### src/hw/rtl/imn_pkg.sv
package imn_pkg;

	// fixed field widths
	localparam int PIXEL_BITS    = 8;
	localparam int FRACTION_BITS = 15;
	localparam int NORM_BITS     = FRACTION_BITS + 1;
	localparam int CNT_BITS      = $clog2(FRACTION_BITS);

	// input request
	typedef struct packed {
		logic                  command;
		logic [PIXEL_BITS-1:0] pixel;
		logic                  last;
	} sample_t;

	// output request
	typedef struct packed {
		logic [NORM_BITS-1:0] normalized;
		logic                 flat_image;
		logic                 last_out;
	} result_t;

	// request commands
	localparam logic CMD_MEASURE   = 1'b0;
	localparam logic CMD_NORMALIZE = 1'b1;

	// how the back end settles one normalize request
	typedef enum logic [1:0] {
		JOB_FLAT,
		JOB_ZERO,
		JOB_ONE,
		JOB_DIV
	} job_kind_t;

	typedef struct packed {
		job_kind_t             kind;
		logic [PIXEL_BITS-1:0] num;
		logic [PIXEL_BITS-1:0] den;
		logic                  last;
	} job_t;

	// queue status seen by front and back
	typedef struct packed {
		logic full;
		logic empty;
	} q_stat_t;

endpackage

### src/hw/rtl/image_min_max_normalizer.sv
// Normalize requests are queued and popped one at a time by the back end, which settles
// flat and saturating ones at once and runs the rest through the serial restoring divider,
// one quotient bit per cycle; the next is popped once the result is loaded for output.
// Measure requests are taken every cycle while the queue is not full and give no result.
// Reset (arst_n, async, low): clears tracking to min 255 / max 0, latched range to 0/0, empties
// the queue and drops any pending result.
module image_min_max_normalizer #(
	parameter int QUEUE_DEPTH = 4
) (
	input  logic             clk,
	input  logic             arst_n,
	input  logic             sample_valid,
	output logic             sample_stall,
	input  imn_pkg::sample_t sample,
	output logic             result_valid,
	input  logic             result_stall,
	output imn_pkg::result_t result
);
	import imn_pkg::*;

	q_stat_t q_stat;
	job_t    push_job, head;
	logic    push, pop;

	imn_front u_front (
		.clk          (clk),
		.arst_n       (arst_n),
		.sample_valid (sample_valid),
		.sample_stall (sample_stall),
		.sample       (sample),
		.q_stat       (q_stat),
		.push         (push),
		.job          (push_job)
	);

	imn_queue #(.DEPTH(QUEUE_DEPTH)) u_queue (
		.clk      (clk),
		.arst_n   (arst_n),
		.push     (push),
		.push_job (push_job),
		.pop      (pop),
		.head     (head),
		.q_stat   (q_stat)
	);

	imn_back u_back (
		.clk          (clk),
		.arst_n       (arst_n),
		.head         (head),
		.q_stat       (q_stat),
		.pop          (pop),
		.result_valid (result_valid),
		.result_stall (result_stall),
		.result       (result)
	);

endmodule

### src/hw/rtl/imn_front.sv
module imn_front (
	input  logic             clk,
	input  logic             arst_n,
	input  logic             sample_valid,
	output logic             sample_stall,
	input  imn_pkg::sample_t sample,
	input  imn_pkg::q_stat_t q_stat,
	output logic             push,
	output imn_pkg::job_t    job
);
	import imn_pkg::*;

	logic [PIXEL_BITS-1:0] running_min_q, running_max_q;
	logic [PIXEL_BITS-1:0] image_min_q, image_max_q;
	logic [PIXEL_BITS-1:0] mn, mx;
	logic                  accept;

	assign sample_stall = q_stat.full;
	assign accept       = sample_valid && !q_stat.full;
	assign push         = accept && (sample.command == CMD_NORMALIZE);

	// fold pixel into running pair
	always_comb begin
		mn = (sample.pixel < running_min_q) ? sample.pixel : running_min_q;
		mx = (sample.pixel > running_max_q) ? sample.pixel : running_max_q;
	end

	// classify a normalize request against the latched range
	always_comb begin
		job.last = sample.last;
		job.num  = sample.pixel - image_min_q;
		job.den  = image_max_q - image_min_q;
		if (image_max_q <= image_min_q) begin
			job.kind = JOB_FLAT;
		end else if (sample.pixel <= image_min_q) begin
			job.kind = JOB_ZERO;
		end else if (sample.pixel >= image_max_q) begin
			job.kind = JOB_ONE;
		end else begin
			job.kind = JOB_DIV;
		end
	end

	// measure pass tracking; last latches and restarts
	always_ff @(posedge clk or negedge arst_n) begin
		if (!arst_n) begin
			running_min_q <= '1;
			running_max_q <= '0;
			image_min_q   <= '0;
			image_max_q   <= '0;
		end else if (accept && sample.command == CMD_MEASURE) begin
			if (sample.last) begin
				image_min_q   <= mn;
				image_max_q   <= mx;
				running_min_q <= '1;
				running_max_q <= '0;
			end else begin
				running_min_q <= mn;
				running_max_q <= mx;
			end
		end
	end

endmodule

### src/hw/rtl/imn_queue.sv
module imn_queue #(
	parameter int DEPTH = 4
) (
	input  logic             clk,
	input  logic             arst_n,
	input  logic             push,
	input  imn_pkg::job_t    push_job,
	input  logic             pop,
	output imn_pkg::job_t    head,
	output imn_pkg::q_stat_t q_stat
);
	import imn_pkg::*;

	localparam int IDX_BITS = (DEPTH > 1) ? $clog2(DEPTH) : 1;
	localparam int CNT_W    = $clog2(DEPTH + 1);

	job_t                mem_q [DEPTH];
	logic [IDX_BITS-1:0] wr_ptr_q, rd_ptr_q;
	logic [CNT_W-1:0]    count_q;

	assign q_stat.full  = (count_q == CNT_W'(DEPTH));
	assign q_stat.empty = (count_q == '0);
	assign head         = mem_q[rd_ptr_q];

	// storage
	always_ff @(posedge clk) begin
		if (push) begin
			mem_q[wr_ptr_q] <= push_job;
		end
	end

	// pointers and fill count
	always_ff @(posedge clk or negedge arst_n) begin
		if (!arst_n) begin
			wr_ptr_q <= '0;
			rd_ptr_q <= '0;
			count_q  <= '0;
		end else begin
			if (push) begin
				wr_ptr_q <= (wr_ptr_q == IDX_BITS'(DEPTH - 1)) ? '0 : wr_ptr_q + 1'b1;
			end
			if (pop) begin
				rd_ptr_q <= (rd_ptr_q == IDX_BITS'(DEPTH - 1)) ? '0 : rd_ptr_q + 1'b1;
			end
			if (push && !pop) begin
				count_q <= count_q + 1'b1;
			end else if (pop && !push) begin
				count_q <= count_q - 1'b1;
			end
		end
	end

	a_no_overflow: assert property (@(posedge clk) disable iff (!arst_n)
		q_stat.full |-> !push)
		else $error("queue push while full");

	a_no_underflow: assert property (@(posedge clk) disable iff (!arst_n)
		q_stat.empty |-> !pop)
		else $error("queue pop while empty");

endmodule

### src/hw/rtl/imn_back.sv
module imn_back (
	input  logic             clk,
	input  logic             arst_n,
	input  imn_pkg::job_t    head,
	input  imn_pkg::q_stat_t q_stat,
	output logic             pop,
	output logic             result_valid,
	input  logic             result_stall,
	output imn_pkg::result_t result
);
	import imn_pkg::*;

	typedef enum logic [1:0] {
		ST_IDLE,
		ST_DIV,
		ST_HOLD
	} state_t;

	state_t                 state_q;
	logic [CNT_BITS-1:0]    cnt_q;
	logic [PIXEL_BITS-1:0]  rem_q, den_q;
	logic [FRACTION_BITS-1:0] quo_q;
	result_t                pend_q;
	result_t                result_q;
	logic                   result_valid_q;
	logic [PIXEL_BITS:0]    shifted, diff;
	logic                   qbit, out_free;

	assign pop          = (state_q == ST_IDLE) && !q_stat.empty;
	assign result_valid = result_valid_q;
	assign result       = result_q;
	assign out_free     = !result_valid_q || !result_stall;

	// one restoring step: shift, trial subtract
	always_comb begin
		shifted = {rem_q, 1'b0};
		diff    = shifted - {1'b0, den_q};
		qbit    = (shifted >= {1'b0, den_q});
	end

	// sequencer, divider and output register
	always_ff @(posedge clk or negedge arst_n) begin
		if (!arst_n) begin
			state_q        <= ST_IDLE;
			result_valid_q <= 1'b0;
			cnt_q          <= '0;
			rem_q          <= '0;
			den_q          <= '0;
			quo_q          <= '0;
			pend_q         <= '0;
			result_q       <= '0;
		end else begin
			// output valid: load from hold, drop once taken
			if ((state_q == ST_HOLD) && out_free) begin
				result_valid_q <= 1'b1;
			end else if (result_valid_q && !result_stall) begin
				result_valid_q <= 1'b0;
			end
			case (state_q)
				ST_IDLE: begin
					if (!q_stat.empty) begin
						pend_q.last_out <= head.last;
						case (head.kind)
							JOB_FLAT: begin
								pend_q.flat_image <= 1'b1;
								pend_q.normalized <= '0;
								state_q           <= ST_HOLD;
							end
							JOB_ZERO: begin
								pend_q.flat_image <= 1'b0;
								pend_q.normalized <= '0;
								state_q           <= ST_HOLD;
							end
							JOB_ONE: begin
								pend_q.flat_image <= 1'b0;
								pend_q.normalized <= {1'b1, {FRACTION_BITS{1'b0}}};
								state_q           <= ST_HOLD;
							end
							JOB_DIV: begin
								pend_q.flat_image <= 1'b0;
								rem_q             <= head.num;
								den_q             <= head.den;
								cnt_q             <= '0;
								state_q           <= ST_DIV;
							end
							default: begin
								pend_q.flat_image <= 1'b0;
								pend_q.normalized <= '0;
								state_q           <= ST_HOLD;
							end
						endcase
					end
				end
				ST_DIV: begin
					rem_q <= qbit ? diff[PIXEL_BITS-1:0] : shifted[PIXEL_BITS-1:0];
					quo_q <= {quo_q[FRACTION_BITS-2:0], qbit};
					cnt_q <= cnt_q + 1'b1;
					if (cnt_q == CNT_BITS'(FRACTION_BITS - 1)) begin
						pend_q.normalized <= {1'b0, quo_q[FRACTION_BITS-2:0], qbit};
						state_q           <= ST_HOLD;
					end
				end
				ST_HOLD: begin
					if (out_free) begin
						result_q <= pend_q;
						state_q  <= ST_IDLE;
					end
				end
				default: state_q <= ST_IDLE;
			endcase
		end
	end

	a_rem_below_den: assert property (@(posedge clk) disable iff (!arst_n)
		(state_q == ST_DIV) |-> (rem_q < den_q))
		else $error("divider remainder not below divisor");

	a_flat_is_zero: assert property (@(posedge clk) disable iff (!arst_n)
		(result_valid_q && result_q.flat_image) |-> (result_q.normalized == '0))
		else $error("flat result not zero");

	a_at_most_one: assert property (@(posedge clk) disable iff (!arst_n)
		result_valid_q |-> (result_q.normalized <= {1'b1, {FRACTION_BITS{1'b0}}}))
		else $error("normalized value above one");

	a_load_only_free: assert property (@(posedge clk) disable iff (!arst_n)
		(result_valid_q && result_stall) |=> $stable(result_q))
		else $error("output overwritten while stalled");

endmodule

### config.mk
export PLATFORM = sky130hd
export DESIGN_NAME = image_min_max_normalizer
export DESIGN_NICKNAME = d
export VERILOG_FILES = /design/src/hw/rtl/imn_pkg.sv /design/src/hw/rtl/image_min_max_normalizer.sv /design/src/hw/rtl/imn_front.sv /design/src/hw/rtl/imn_queue.sv /design/src/hw/rtl/imn_back.sv
export SDC_FILE = /design/constraint.sdc
export NUM_CORES = 1
export LEC_CHECK = 0
export ABC_AREA = 1
export BUFFER_PORTS_ARGS = -buffer_cell sky130_fd_sc_hd__buf_2
export CAP_MARGIN = 40
export CORE_MARGIN = 2
export CORE_UTILIZATION = 28
export DETAILED_ROUTE_END_ITERATION = 12
export GPL_ROUTABILITY_DRIVEN = 0
export MAX_ROUTING_LAYER = met4
export PLACE_DENSITY_LB_ADDON = 0.05
export SLEW_MARGIN = 20
export SYNTH_ARGS = -nofsm -noshare
export SYNTH_HDL_FRONTEND = slang
export SYNTH_SLANG_ARGS = --single-unit
export TNS_END_PERCENT = 5
### constraint.sdc
create_clock -name clk -period 2.5 [get_ports clk]
set_input_delay 0.125 -clock clk [delete_from_list [all_inputs] [get_ports clk]]
set_output_delay 0.125 -clock clk [all_outputs]
set_load 0.02 [all_outputs]
==> qor.yml <==
synthFlopType: "dfrtp_1"
clock_path_buffers: 2
clkTransAtPathRegs_ps: 80
rows: 67
synth-async-reset-ratio_pct: 59.6
fin_skew_ps: 19.8
rsz0062_at_grt: "no"
fin_nets: 1135
synth_top_cell_by_area: "dfrtp_1"
ys.warnings.count: 0
drv_cap: 0
hold_class: "in2reg"
end_kind: "flop"
cp.required_ps: 2820
synth-edff-count: 76
clkLatencyLatePin_ps: 450
avgSynthCellArea_um2: 9.46
final_util_pct: 32.6
vias: 6677
drt_iter0_markers: 390
die_width_um: 189
fill_cells: 3490
core_um2: 33600
ir_worst_vdd_uv: 548
yosysTopAreaCellShare_pct: 27.2
clock_tree.root_cell: "clkbuf_16"
io_buffer_count: 33
total_power_uw: 14600
first_pass_iters: 5
clock_sinks: 188
ant_nets: 0
p_per_area_nw_per_um2: 1330
dp_hpwl_um: 16100
totalWireLength_um: 23200
arrival_ps: 2520
grt_pass1_vias: 6820
layout_min_cycle_time_ps: 2210
antenna_found_initial: 0
hold_viol: 0
vias_per_cell: 4.38
overflow: 0
ys_seq_area_share_pct: 53.3
synth.area.top_cells: "dfrtp_1, edfxtp_1, nand2_1"
r2r_slack_ps: 290
netlist_area_um2: 9560
insertedDiodeCount: 0
synth-seq-cells: 188
grt_max_degree: 60
areaGrowthSynthToFinish_pct: 14.7
p_leak_uw: 0.00510
slew_headroom_pct: 62.5
timing.fmax_ghz: 0.453
drc: 0
setup_violations: 0
die_area_um2: 35600
period_share_pct: 88.2
placed_cell_area_um2: 10300
setup.worst_path.start_class: "flop"
start_util_pct: 28.4
io_pins: 34
grtUsageTotal_pct: 14.2
cts_tree: "done"
worst_pin_slew_ps: 561
cts_buffers: 17
synth_fp_nets: 1084
cts_resized: 0
post_drt_wl_per_cell_um: 15.2
slew_viol_final: 0
h-tree-depth: 4
crit_type: "reg2reg"
worstPathMaxFanout: 6
finalInstanceArea_um2: 11000
drive_gt1_share_pct: 14.8
fin_setup_tns_ps: 0
grt_first_pass_wirelength_um: 38300
synth.distinct_cells: 45
die_y_um: 189
outcome: "finished clean"
netlist_instances: 1011
==> report_power, final <==
part / total [µW] / switching [µW] / internal, µW
combinational: 6670 / 4470 / 2200
clock: 2830 / 1390 / 1450
sequential: 5110 / 465 / 4650
total: 14600 / 6320 / 8300
==> layer usage <==
layer	vias to the layer above	wire length [µm]	GRT usage, %
met3	13	538	2.27
li1	3464	-	-
met4	0	250	3.61
met5	-	0	-
met1	3130	11900	19.4
met2	70	10500	22.1
==> cell families (layout without fill, tap and decap cells) <==
| logic type | after synthesis | after routing | synth area share, % |
|---|---|---|---|
| AO/OA/AOI/OAI | 151 | 151 | 9.09 |
| AND/OR/NAND/NOR | 432 | 432 | 20.0 |
| flip-flops | 188 | 188 | 53.3 |
| buffers and inverters | 149 | 213 | 6.33 |
| XOR/XNOR | 19 | 19 | 1.74 |
| multiplexers | 13 | 13 | 1.53 |
| adder cells (fa/ha/maj) | 59 | 59 | 8.03 |
==> synth_stat cells (6+ instances only) <==
| master | number |
|---|---|
| nand2_2 | 11 |
| o21ai_0 | 69 |
| xor2_1 | 15 |
| ha_1 | 55 |
| nor2_1 | 60 |
| nand4_1 | 6 |
| inv_1 | 118 |
| o21ai_2 | 14 |
| inv_2 | 6 |
| a21oi_1 | 33 |
| edfxtp_1 | 76 |
| mux2_2 | 13 |
| dfstp_2 | 8 |
| o21ai_1 | 6 |
| nand2_1 | 255 |
| o22ai_1 | 16 |
| clkbuf_1 | 15 |
| nand3_1 | 78 |
| dfrtp_1 | 104 |
==> sequential cells by signal (all words and copies together) (netlist names) <==
name / count
u_back.cnt_q: 4
u_back.den_q: 8
u_back.pend_q: 18
u_back.quo_q: 14
u_back.rem_q: 8
u_back.result: 18
u_back.result_valid: 1
u_back.state_q: 2
u_front.image_max_q: 8
u_front.image_min_q: 8
u_front.running_max_q: 8
u_front.running_min_q: 8
u_queue.count_q: 3
u_queue.mem_q: 76
u_queue.rd_ptr_q: 2
u_queue.wr_ptr_q: 2
==> worst max-delay path: stages (launching register included) <==
cell and delay, ps:
dfrtp_1 360, inv_1 120, nor3_2 60, inv_1 120
nand2_1 60, nor2_1 290, ha_1 210, inv_1 70
fa_1 370, a21oi_1 140, o21ai_0 120, xor2_1 160
==> final timing paths <==
| kind | from | endpoint | cells after the start |
|---|---|---|---|
| max | u_queue.count_q[2] | u_queue.count_q[2] | 11 |
| max reg2reg | u_queue.count_q[2] | u_queue.count_q[2] | 11 |
| max in group asynchronous | arst_n | u_front.running_min_q[5] | 3 |
| min in group asynchronous | arst_n | u_back.rem_q[7] | 2 |
| min | sample[1] | u_front.running_min_q[0] | 5 |
| min reg2reg | u_front.image_min_q[7] | u_front.image_min_q[7] | 2 |
==> layout by cell type, fill, tap and decap left out, types with 8 or more instances in the layout <==
| cell | n |
|---|---|
| a21oi_1 | 33 |
| clkbuf_16 | 17 |
| nand2_1 | 255 |
| dfrtp_1 | 104 |
| nand3_1 | 78 |
| buf_2 | 32 |
| dfstp_2 | 8 |
| o21ai_2 | 14 |
| inv_1 | 118 |
| ha_1 | 55 |
| nor2_1 | 56 |
| mux2_2 | 13 |
| o22ai_1 | 16 |
| o21ai_0 | 69 |
| buf_4 | 21 |
| xor2_1 | 15 |
| nand2_2 | 11 |
| edfxtp_1 | 76 |
==> metrics by stage <==
step                      std cells  hold slack (ps)  worst slack, ps
after detailed placement       1488              146              304
after CTS                      1523             51.1              284
after global routing           1523             88.2             54.5
after global placement         1488              138              334
after floorplan                1011             -171              219
final                          1523             71.7              295
==> timing repair <==
action / CTS / global route
buffers inserted: 0 / 0
hold buffers: 3 / 0
hold endpoints to repair: 33 / 0
==> cell type report <==
cell class                 instances  area (µm²)  share of cell area (%)
clock buffer                      17         425                    3.88
sequential                       188        5090                    46.4
inverter                         124         465                    4.24
clock inverter                    15         185                    1.69
timing repair buffer              57         368                    3.35
multi-input combinational        674        3870                    35.3
tap                              448         561                    5.11
No activity file was read; power rests on OpenSTA's default activity.
